<file path="src/hdl/mrsp_pkg.sv">
package mrsp_pkg;

    // Frame limits and CRC constants
    localparam int MAX_FRAME_BYTES_DEFAULT = 32;
    localparam int MIN_REPLY_BYTES        = 9;
    localparam logic [7:0]  EXCEPTION_BIT = 8'h80;
    localparam logic [15:0] CRC_POLY      = 16'hA001;
    localparam logic [15:0] CRC_INIT      = 16'hFFFF;

    // Configuration reset values
    localparam logic [7:0] SLAVE_ADDRESS_RESET  = 8'd2;
    localparam logic [6:0] FUNCTION_CODE_RESET  = 7'd3;
    localparam logic [6:0] REGISTER_COUNT_RESET = 7'd2;

    // Byte positions of the captured reply fields
    localparam int POS_ADDRESS  = 0;
    localparam int POS_FUNCTION = 1;
    localparam int POS_COUNT    = 2;
    localparam int POS_HUM_HI   = 3;
    localparam int POS_HUM_LO   = 4;
    localparam int POS_TEMP_HI  = 5;
    localparam int POS_TEMP_LO  = 6;

    typedef enum logic [1:0] {
        CFG_SLAVE_ADDRESS  = 2'd0,
        CFG_FUNCTION_CODE  = 2'd1,
        CFG_REGISTER_COUNT = 2'd2
    } cfg_index_t;

    typedef enum logic [2:0] {
        VERDICT_OK        = 3'd0,
        VERDICT_SHORT     = 3'd1,
        VERDICT_BAD_ADDR  = 3'd2,
        VERDICT_EXCEPTION = 3'd3,
        VERDICT_CRC_ERROR = 3'd4,
        VERDICT_BAD_COUNT = 3'd5
    } verdict_t;

    typedef enum logic [1:0] {
        STATUS_NO_RESPONSE = 2'd0,
        STATUS_VALID       = 2'd1,
        STATUS_ERROR       = 2'd2
    } sensor_status_t;

    // Frame contents as they stand once the current byte is taken
    typedef struct packed {
        logic        enough_bytes;
        logic [7:0]  address;
        logic [7:0]  function_code;
        logic [7:0]  byte_count;
        logic [15:0] crc;
        logic [15:0] humidity;
        logic [15:0] temperature;
    } frame_view_t;

    // Modbus CRC-16, one byte, reflected polynomial
    function automatic logic [15:0] crc_feed(input logic [15:0] crc_in, input logic [7:0] data);
        logic [15:0] crc;
        crc = crc_in ^ {8'h00, data};
        for (int k = 0; k < 8; k++) begin
            if (crc[0]) begin
                crc = (crc >> 1) ^ CRC_POLY;
            end else begin
                crc = crc >> 1;
            end
        end
        return crc;
    endfunction

endpackage

</file>
<file path="src/hdl/mrsp_frame.sv">
module mrsp_frame
    import mrsp_pkg::*;
#(
    parameter int MAX_FRAME_BYTES = MAX_FRAME_BYTES_DEFAULT
) (
    input  logic        aclk,
    input  logic        aresetn,
    input  logic        step,
    input  logic        byte_valid,
    input  logic [7:0]  rx_byte,
    input  logic        frame_end,
    output frame_view_t view
);

    localparam int POS_W = $clog2(MAX_FRAME_BYTES + 1);

    logic [POS_W-1:0] pos_reg, pos_next;
    logic [15:0]      crc_reg, crc_next;
    logic [7:0]       addr_reg, addr_next;
    logic [7:0]       func_reg, func_next;
    logic [7:0]       count_reg, count_next;
    logic [15:0]      hum_reg, hum_next;
    logic [15:0]      temp_reg, temp_next;
    logic             take;

    // Take the byte while the frame has room
    always_comb begin
        take       = byte_valid && (pos_reg < POS_W'(MAX_FRAME_BYTES));
        pos_next   = pos_reg;
        crc_next   = crc_reg;
        addr_next  = addr_reg;
        func_next  = func_reg;
        count_next = count_reg;
        hum_next   = hum_reg;
        temp_next  = temp_reg;
        if (take) begin
            pos_next = pos_reg + POS_W'(1);
            crc_next = crc_feed(crc_reg, rx_byte);
            if (pos_reg == POS_W'(POS_ADDRESS))  addr_next  = rx_byte;
            if (pos_reg == POS_W'(POS_FUNCTION)) func_next  = rx_byte;
            if (pos_reg == POS_W'(POS_COUNT))    count_next = rx_byte;
            if (pos_reg == POS_W'(POS_HUM_HI))   hum_next   = {rx_byte, hum_reg[7:0]};
            if (pos_reg == POS_W'(POS_HUM_LO))   hum_next   = {hum_reg[15:8], rx_byte};
            if (pos_reg == POS_W'(POS_TEMP_HI))  temp_next  = {rx_byte, temp_reg[7:0]};
            if (pos_reg == POS_W'(POS_TEMP_LO))  temp_next  = {temp_reg[15:8], rx_byte};
        end
    end

    assign view.enough_bytes  = (pos_next >= POS_W'(MIN_REPLY_BYTES));
    assign view.address       = addr_next;
    assign view.function_code = func_next;
    assign view.byte_count    = count_next;
    assign view.crc           = crc_next;
    assign view.humidity      = hum_next;
    assign view.temperature   = temp_next;

    // Advance on each item, clear once the frame is judged
    always_ff @(posedge aclk) begin
        if (!aresetn || (step && frame_end)) begin
            pos_reg   <= '0;
            crc_reg   <= CRC_INIT;
            addr_reg  <= '0;
            func_reg  <= '0;
            count_reg <= '0;
            hum_reg   <= '0;
            temp_reg  <= '0;
        end else if (step) begin
            pos_reg   <= pos_next;
            crc_reg   <= crc_next;
            addr_reg  <= addr_next;
            func_reg  <= func_next;
            count_reg <= count_next;
            hum_reg   <= hum_next;
            temp_reg  <= temp_next;
        end
    end

`ifndef SYNTHESIS
    // A judged frame leaves a clean start for the next one
    a_clear_after_end: assert property (@(posedge aclk) disable iff (!aresetn)
        step && frame_end |=> pos_reg == '0 && crc_reg == CRC_INIT)
        else $error("frame state not cleared after frame end");

    // The position never runs past the frame limit
    a_pos_bounded: assert property (@(posedge aclk) disable iff (!aresetn)
        pos_reg <= POS_W'(MAX_FRAME_BYTES))
        else $error("byte position beyond frame limit");

    // Bytes beyond the limit leave the CRC untouched
    a_overflow_ignored: assert property (@(posedge aclk) disable iff (!aresetn)
        step && !frame_end && pos_reg == POS_W'(MAX_FRAME_BYTES) |=> $stable(crc_reg))
        else $error("CRC changed on an ignored byte");
`endif

endmodule

</file>
<file path="src/hdl/modbus_rtu_sensor_response_parser.sv">
// Modbus RTU read-holding-registers reply checker for a humidity and
// temperature sensor.
// Input stream: one received byte per request. s_tdata carries the byte,
// s_tuser says whether a byte is present (0 is a bare timeout mark) and
// s_tlast ends the frame. Every frame end produces one result on the
// master side with the verdict, status, last good reading and counters.
// Configuration: cfg_we writes cfg_wdata into register cfg_index
// (0 slave address, 1 function code, 2 register count); write only while idle.
// A request is registered in the input register, then processed from there;
// its result is loaded into the result register, which drives m_tvalid.
// Throughput: one request per cycle while no frame end waits, set by the
// combinational CRC and field capture between the input and result registers.
// When the receiver stalls, the result register holds; the input register
// still takes bytes that give no result, and a frame end waits in it,
// holding s_tready low, until the result register frees.
// Reset (aresetn low, synchronous) clears the frame state, the held
// reading, both counters and the configuration to its defaults.
module modbus_rtu_sensor_response_parser
    import mrsp_pkg::*;
#(
    parameter int MAX_FRAME_BYTES = MAX_FRAME_BYTES_DEFAULT
) (
    input  logic         aclk,
    input  logic         aresetn,
    input  logic         s_tvalid,
    output logic         s_tready,
    input  logic [7:0]   s_tdata,   // [7:0] rx_byte
    input  logic         s_tuser,   // [0] byte_present
    input  logic         s_tlast,   // frame_end
    output logic         m_tvalid,
    input  logic         m_tready,
    // [2:0] verdict, [4:3] sensor_status, [20:5] humidity_raw,
    // [36:21] temperature_raw, [68:37] good_reads, [100:69] failed_reads
    output logic [103:0] m_tdata,
    input  logic         cfg_we,
    input  logic [1:0]   cfg_index,
    input  logic [7:0]   cfg_wdata
);

    logic [7:0]  slave_addr_reg;
    logic [6:0]  func_code_reg;
    logic [6:0]  reg_count_reg;

    logic        in_valid_reg;
    logic [7:0]  in_byte_reg;
    logic        in_present_reg;
    logic        in_last_reg;
    logic        advance;
    logic        load_out;

    frame_view_t view;

    verdict_t       verdict_next;
    sensor_status_t status_next;
    logic [15:0]    held_hum_reg, held_hum_next;
    logic [15:0]    held_temp_reg, held_temp_next;
    logic [31:0]    good_cnt_reg, good_cnt_next;
    logic [31:0]    fail_cnt_reg, fail_cnt_next;

    logic           out_valid_reg;
    verdict_t       out_verdict_reg;
    sensor_status_t out_status_reg;

    // Configuration writes
    always_ff @(posedge aclk) begin
        if (!aresetn) begin
            slave_addr_reg <= SLAVE_ADDRESS_RESET;
            func_code_reg  <= FUNCTION_CODE_RESET;
            reg_count_reg  <= REGISTER_COUNT_RESET;
        end else if (cfg_we) begin
            unique case (cfg_index)
                CFG_SLAVE_ADDRESS:  slave_addr_reg <= cfg_wdata;
                CFG_FUNCTION_CODE:  func_code_reg  <= cfg_wdata[6:0];
                CFG_REGISTER_COUNT: reg_count_reg  <= cfg_wdata[6:0];
                default: ;
            endcase
        end
    end

    // Handshake: a frame end may only move on when the result register frees
    assign advance  = in_valid_reg && (!in_last_reg || !out_valid_reg || m_tready);
    assign load_out = advance && in_last_reg;
    assign s_tready = !in_valid_reg || advance;

    // Input register
    always_ff @(posedge aclk) begin
        if (!aresetn) begin
            in_valid_reg <= 1'b0;
        end else if (s_tready) begin
            in_valid_reg <= s_tvalid;
        end
    end

    always_ff @(posedge aclk) begin
        if (s_tready && s_tvalid) begin
            in_byte_reg    <= s_tdata;
            in_present_reg <= s_tuser;
            in_last_reg    <= s_tlast;
        end
    end

    mrsp_frame #(
        .MAX_FRAME_BYTES(MAX_FRAME_BYTES)
    ) u_frame (
        .aclk      (aclk),
        .aresetn   (aresetn),
        .step      (advance),
        .byte_valid(in_present_reg),
        .rx_byte   (in_byte_reg),
        .frame_end (in_last_reg),
        .view      (view)
    );

    // Judge the frame: length, address and function, CRC, byte count
    always_comb begin
        priority if (!view.enough_bytes) begin
            verdict_next = VERDICT_SHORT;
            status_next  = STATUS_NO_RESPONSE;
        end else if (view.address != slave_addr_reg ||
                     view.function_code != {1'b0, func_code_reg}) begin
            verdict_next = ((view.function_code & EXCEPTION_BIT) != 8'h00) ?
                           VERDICT_EXCEPTION : VERDICT_BAD_ADDR;
            status_next  = STATUS_ERROR;
        end else if (view.crc != 16'h0000) begin
            verdict_next = VERDICT_CRC_ERROR;
            status_next  = STATUS_ERROR;
        end else if (view.byte_count != {reg_count_reg, 1'b0}) begin
            verdict_next = VERDICT_BAD_COUNT;
            status_next  = STATUS_ERROR;
        end else begin
            verdict_next = VERDICT_OK;
            status_next  = STATUS_VALID;
        end
    end

    // Update the held reading and the counters
    always_comb begin
        held_hum_next  = held_hum_reg;
        held_temp_next = held_temp_reg;
        good_cnt_next  = good_cnt_reg;
        fail_cnt_next  = fail_cnt_reg;
        if (verdict_next == VERDICT_OK) begin
            held_hum_next  = view.humidity;
            held_temp_next = view.temperature;
            good_cnt_next  = good_cnt_reg + 32'd1;
        end else begin
            fail_cnt_next  = fail_cnt_reg + 32'd1;
        end
    end

    always_ff @(posedge aclk) begin
        if (!aresetn) begin
            held_hum_reg  <= '0;
            held_temp_reg <= '0;
            good_cnt_reg  <= '0;
            fail_cnt_reg  <= '0;
        end else if (load_out) begin
            held_hum_reg  <= held_hum_next;
            held_temp_reg <= held_temp_next;
            good_cnt_reg  <= good_cnt_next;
            fail_cnt_reg  <= fail_cnt_next;
        end
    end

    // Result register
    always_ff @(posedge aclk) begin
        if (!aresetn) begin
            out_valid_reg <= 1'b0;
        end else if (load_out) begin
            out_valid_reg <= 1'b1;
        end else if (m_tready) begin
            out_valid_reg <= 1'b0;
        end
    end

    always_ff @(posedge aclk) begin
        if (load_out) begin
            out_verdict_reg <= verdict_next;
            out_status_reg  <= status_next;
        end
    end

    assign m_tvalid = out_valid_reg;
    assign m_tdata  = {3'b000, fail_cnt_reg, good_cnt_reg, held_temp_reg, held_hum_reg,
                       out_status_reg, out_verdict_reg};

`ifndef SYNTHESIS
    // Every result bumps exactly one of the two counters
    a_one_count_per_result: assert property (@(posedge aclk) disable iff (!aresetn)
        load_out |=> (32'(good_cnt_reg + fail_cnt_reg)) ==
                     32'($past(good_cnt_reg) + $past(fail_cnt_reg) + 32'd1))
        else $error("counters did not advance by one per result");

    // Verdict and status agree on a good reading
    a_verdict_status: assert property (@(posedge aclk) disable iff (!aresetn)
        out_valid_reg |-> ((out_verdict_reg == VERDICT_OK) == (out_status_reg == STATUS_VALID)))
        else $error("verdict and status disagree");

    // The held reading only moves on a good frame
    a_held_on_good: assert property (@(posedge aclk) disable iff (!aresetn)
        !$stable(held_hum_reg) || !$stable(held_temp_reg) |->
            $past(load_out) && $past(verdict_next == VERDICT_OK))
        else $error("held reading changed without a good frame");

    // A waiting result is never overwritten
    a_no_overwrite: assert property (@(posedge aclk) disable iff (!aresetn)
        out_valid_reg && !m_tready |-> !load_out)
        else $error("result overwritten while stalled");
`endif

endmodule

</file>
<file path="config.mk">
export PLATFORM = sky130hd
export DESIGN_NAME = modbus_rtu_sensor_response_parser
export DESIGN_NICKNAME = d
export VERILOG_FILES = /design/src/hdl/mrsp_pkg.sv /design/src/hdl/mrsp_frame.sv /design/src/hdl/modbus_rtu_sensor_response_parser.sv
export SDC_FILE = /design/constraint.sdc
export NUM_CORES = 1
export LEC_CHECK = 0
export BUFFER_PORTS_ARGS = -buffer_cell sky130_fd_sc_hd__buf_4
export CORE_ASPECT_RATIO = 0.6
export CORE_UTILIZATION = 41
export CTS_CLUSTER_DIAMETER = 120
export DETAILED_ROUTE_END_ITERATION = 8
export PLACE_DENSITY = 0.63
export SYNTH_ARGS = -nofsm -noshare
export SYNTH_HDL_FRONTEND = slang
export SYNTH_HIERARCHICAL = 1
export SYNTH_SLANG_ARGS = --single-unit
</file>
<file path="constraint.sdc">
create_clock -name aclk -period 8.45 [get_ports aclk]
set_clock_uncertainty 0.1 [all_clocks]
set_input_delay 0 -clock aclk [delete_from_list [all_inputs] [get_ports aclk]]
set_output_delay 0 -clock aclk [all_outputs]
set_load 0.01 [all_outputs]
</file>
==> impl_metrics.py <==
metrics = {
    "clock_network": {
        "cts_setup_buffers": 0,
        "tritoncts": "done",
        "cts_buffers": 21,
        "clk_latency_ns": 0.50,
        "cts_buffer_depth": 3,
        "clock-sinks": 213,
        "cts_root_buffer": "clkbuf_16",
        "clkTransAtPathRegs_ns": 0.07,
        "ctsResizeCount": 0,
        "h-tree-depth": 1,
        "cts_hold_buf": 28,
    },
    "timing": {
        "max_freq_mhz": 218.2,
        "slew_violations": 0,
        "tightest_slew_ns": 0.9942,
        "setup_viol": 0,
        "max-slew-margin-rel_pct": 33.47,
        "hold_violations": 0,
        "fin_crit_sh_pct": 54.23,
        "finalCriticalPeriod_ns": 4.582,
        "grt_setup_unrepaired": "no",
        "hold-worst-slack_ns": 0.04780,
        "fin_setup_tns_ns": 0,
    },
    "finish": {
        "multi_input_area_um2": 5201,
        "fill_cells": 2229,
        "fin_nets": 1266,
        "syn_to_final_growth_pct": 20.68,
        "diodes": 0,
        "drive_gt1_share_pct": 19.26,
        "seq_area_um2": 4414,
    },
    "hold_path": {
        "hp-class": "in -> reg",
    },
    "logic_synthesis": {
        "synth_cell_types": 55,
        "avgSynthCellArea_um2": 8.930,
        "synth_seq_area_share_pct": 44.29,
        "syn_inst": 1116,
        "synth_edf_count": 15,
        "synth_area_um2": 9966,
        "yosysWarnings": 6,
        "yosys_most_used_dff": "dfxtp_1",
        "async_flop_share_pct": 0,
        "ys_ff_latch": 213,
    },
    "route": {
        "first_pass_iters": 5,
        "drc": 0,
        "wl_per_cell_um": 17.12,
        "antenna_left": 0,
        "viasPerCell": 5.355,
        "vias": 8359,
        "routed_wl_mm": 26.73,
        "drt-initial-drc-count": 632,
    },
    "global_routing": {
        "antenna_found_initial": 0,
        "overflow": 0,
        "grt.busiest_layer": "met1",
        "grtUsageMet1_pct": 33.06,
        "grt_max_degree": 69,
        "grtUsageMet2_pct": 28.43,
        "grt_use_met3_pct": 4.488,
        "grt_first_pass_wirelength_mm": 41.41,
        "first_global_vias": 7435,
        "grt.total_usage_pct": 20.88,
    },
    "worst_setup_path": {
        "crit_required_ns": 8.72,
        "start_kind": "flip-flop",
        "path_max_fanout": 27,
        "crit_type": "reg -> reg",
        "cp-end-kind": "flip-flop",
        "arrival_ns": 4.85,
    },
    "placement": {
        "place_congestion": 0.9438,
        "place_hpwl_mm": 18.51,
        "port_buffers": 127,
    },
    "floorplan": {
        "rows": 43,
        "ios": 131,
        "chipHeight_um": 122.8,
        "die_w_um": 203.3,
        "die_area_um2": 24960,
        "coreArea_um2": 23460,
        "initial_core_util_pct": 42.48,
    },
    "status": {
        "status": "completed",
    },
    "job": {
        "cap_violations": 0,
    },
    "pwr": {
        "leakage_nw": 4.963,
        "powerDensity_nw_per_um2": 173.8,
        "peakVddDrop_mv": 0.09123,
    },
}
[synthesized netlist by cell type (4+ instances only)]
cell / instances / area share, %
nand3_1: 31 / 1.6
nor2b_1: 4 / 0.25
o21a_1: 5 / 0.38
o21ai_0: 52 / 2.6
dfxtp_1: 198 / 40
mux2i_1: 84 / 8.4
and2_1: 4 / 0.25
edfxtp_1: 15 / 4.5
nor3_1: 7 / 0.35
or3_1: 30 / 1.9
ha_1: 6 / 0.75
mux2_2: 56 / 6.3
and3_1: 4 / 0.25
nand2_1: 142 / 5.3
or4_1: 24 / 1.8
a21oi_1: 91 / 4.6
inv_1: 21 / 0.79
nor2_1: 119 / 4.5
buf_1: 5 / 0.19
o31ai_1: 23 / 1.7
nor4_1: 12 / 0.75
nand2b_1: 4 / 0.25
clkbuf_1: 57 / 2.1
xor2_1: 29 / 2.5
nor4_2: 4 / 0.50
xnor2_1: 19 / 1.7
nand4_1: 27 / 1.7
[final timing paths]
| path | startpoint | end | slack, ns | cells past startpoint |
|---|---|---|---|---|
| min | cfg_we | slave_addr_reg[6] | 0.05 | 5 |
| min reg2reg | held_hum_reg[10] | held_hum_reg[10] | 0.35 | 2 |
| max reg2reg | u_frame/pos_reg[4] | good_cnt_reg[26] | 3.87 | 11 |
| max | u_frame/pos_reg[4] | good_cnt_reg[26] | 3.87 | 11 |
[area by class of cell]
| class | instances | area share, % |
|---|---|---|
| clock buffer | 26 | 4.692 |
| clock inverter | 8 | 0.5618 |
| inverter | 22 | 0.6970 |
| multi-input combinational | 813 | 43.25 |
| sequential | 213 | 36.70 |
| tap | 315 | 3.277 |
| timing repair buffer | 164 | 10.82 |
[logic make-up after synthesis]
| group | after synthesis | synth area share (%) |
|---|---|---|
| mux | 140 | 14.76 |
| compound gates | 186 | 10.56 |
| xor+xnor | 53 | 5.173 |
| fa+ha+maj | 6 | 0.7533 |
| flops | 213 | 44.29 |
| other cells | 1 | 0.03763 |
| simple gates | 425 | 20.65 |
| buf+inv | 92 | 3.766 |
[power breakdown]
| group | leakage, nW | switching, mW | internal, mW | total (mW) |
|---|---|---|---|---|
| clock | 0.305 | 0.407 | 0.481 | 0.887 |
| sequential | 1.74 | 0.0223 | 1.03 | 1.05 |
| combinational | 2.92 | 0.0854 | 0.0667 | 0.152 |
[per-layer routing]
metal  vias up  part of all wire, %
met5         -                    0
met4         0                  1.3
met3        28                  6.5
met2       227                   40
met1      3930                   52
li1       4174                    -
[metrics by stage]
stage	total power, mW	utilization [%]	std cells	area [um2]	worst slack (ns)
floorplan	1.169	-	1118	9973	4.754
global placement	1.212	47.38	1499	11110	4.003
detailed placement	1.212	47.38	1499	11110	3.874
CTS	2.114	51.27	1561	12030	3.873
global route	2.166	51.27	1561	12030	3.475
finish	2.091	51.27	1561	12030	3.868
[worst max-delay path: stages, from the launching register on]
cell and delay (ns):
dfxtp_1 0.36, nor2_1 0.19, and2_1 0.38, nand3_1 0.42, mux2_2 0.41, xor2_1 0.14
nor4_1 0.31, nand4_1 0.62, or3_1 0.78, buf_4 0.32, o311ai_1 0.31, o41ai_1 0.11
[layout by cell type (no fill, tap or decap), drive strengths merged, types with 15 or more instances in the layout]
master       count
inv             25
or3             30
xor2            29
or4             26
xnor2           22
nor4            16
dlygate4sd3     28
nand4           27
mux2            56
o21ai           52
nor2           119
a21oi           91
edfxtp          15
clkbuf          26
nand2          142
dfxtp          198
nand3           32
mux2i           84
o31ai           24
buf            136
(Power assumes the default switching activity.)
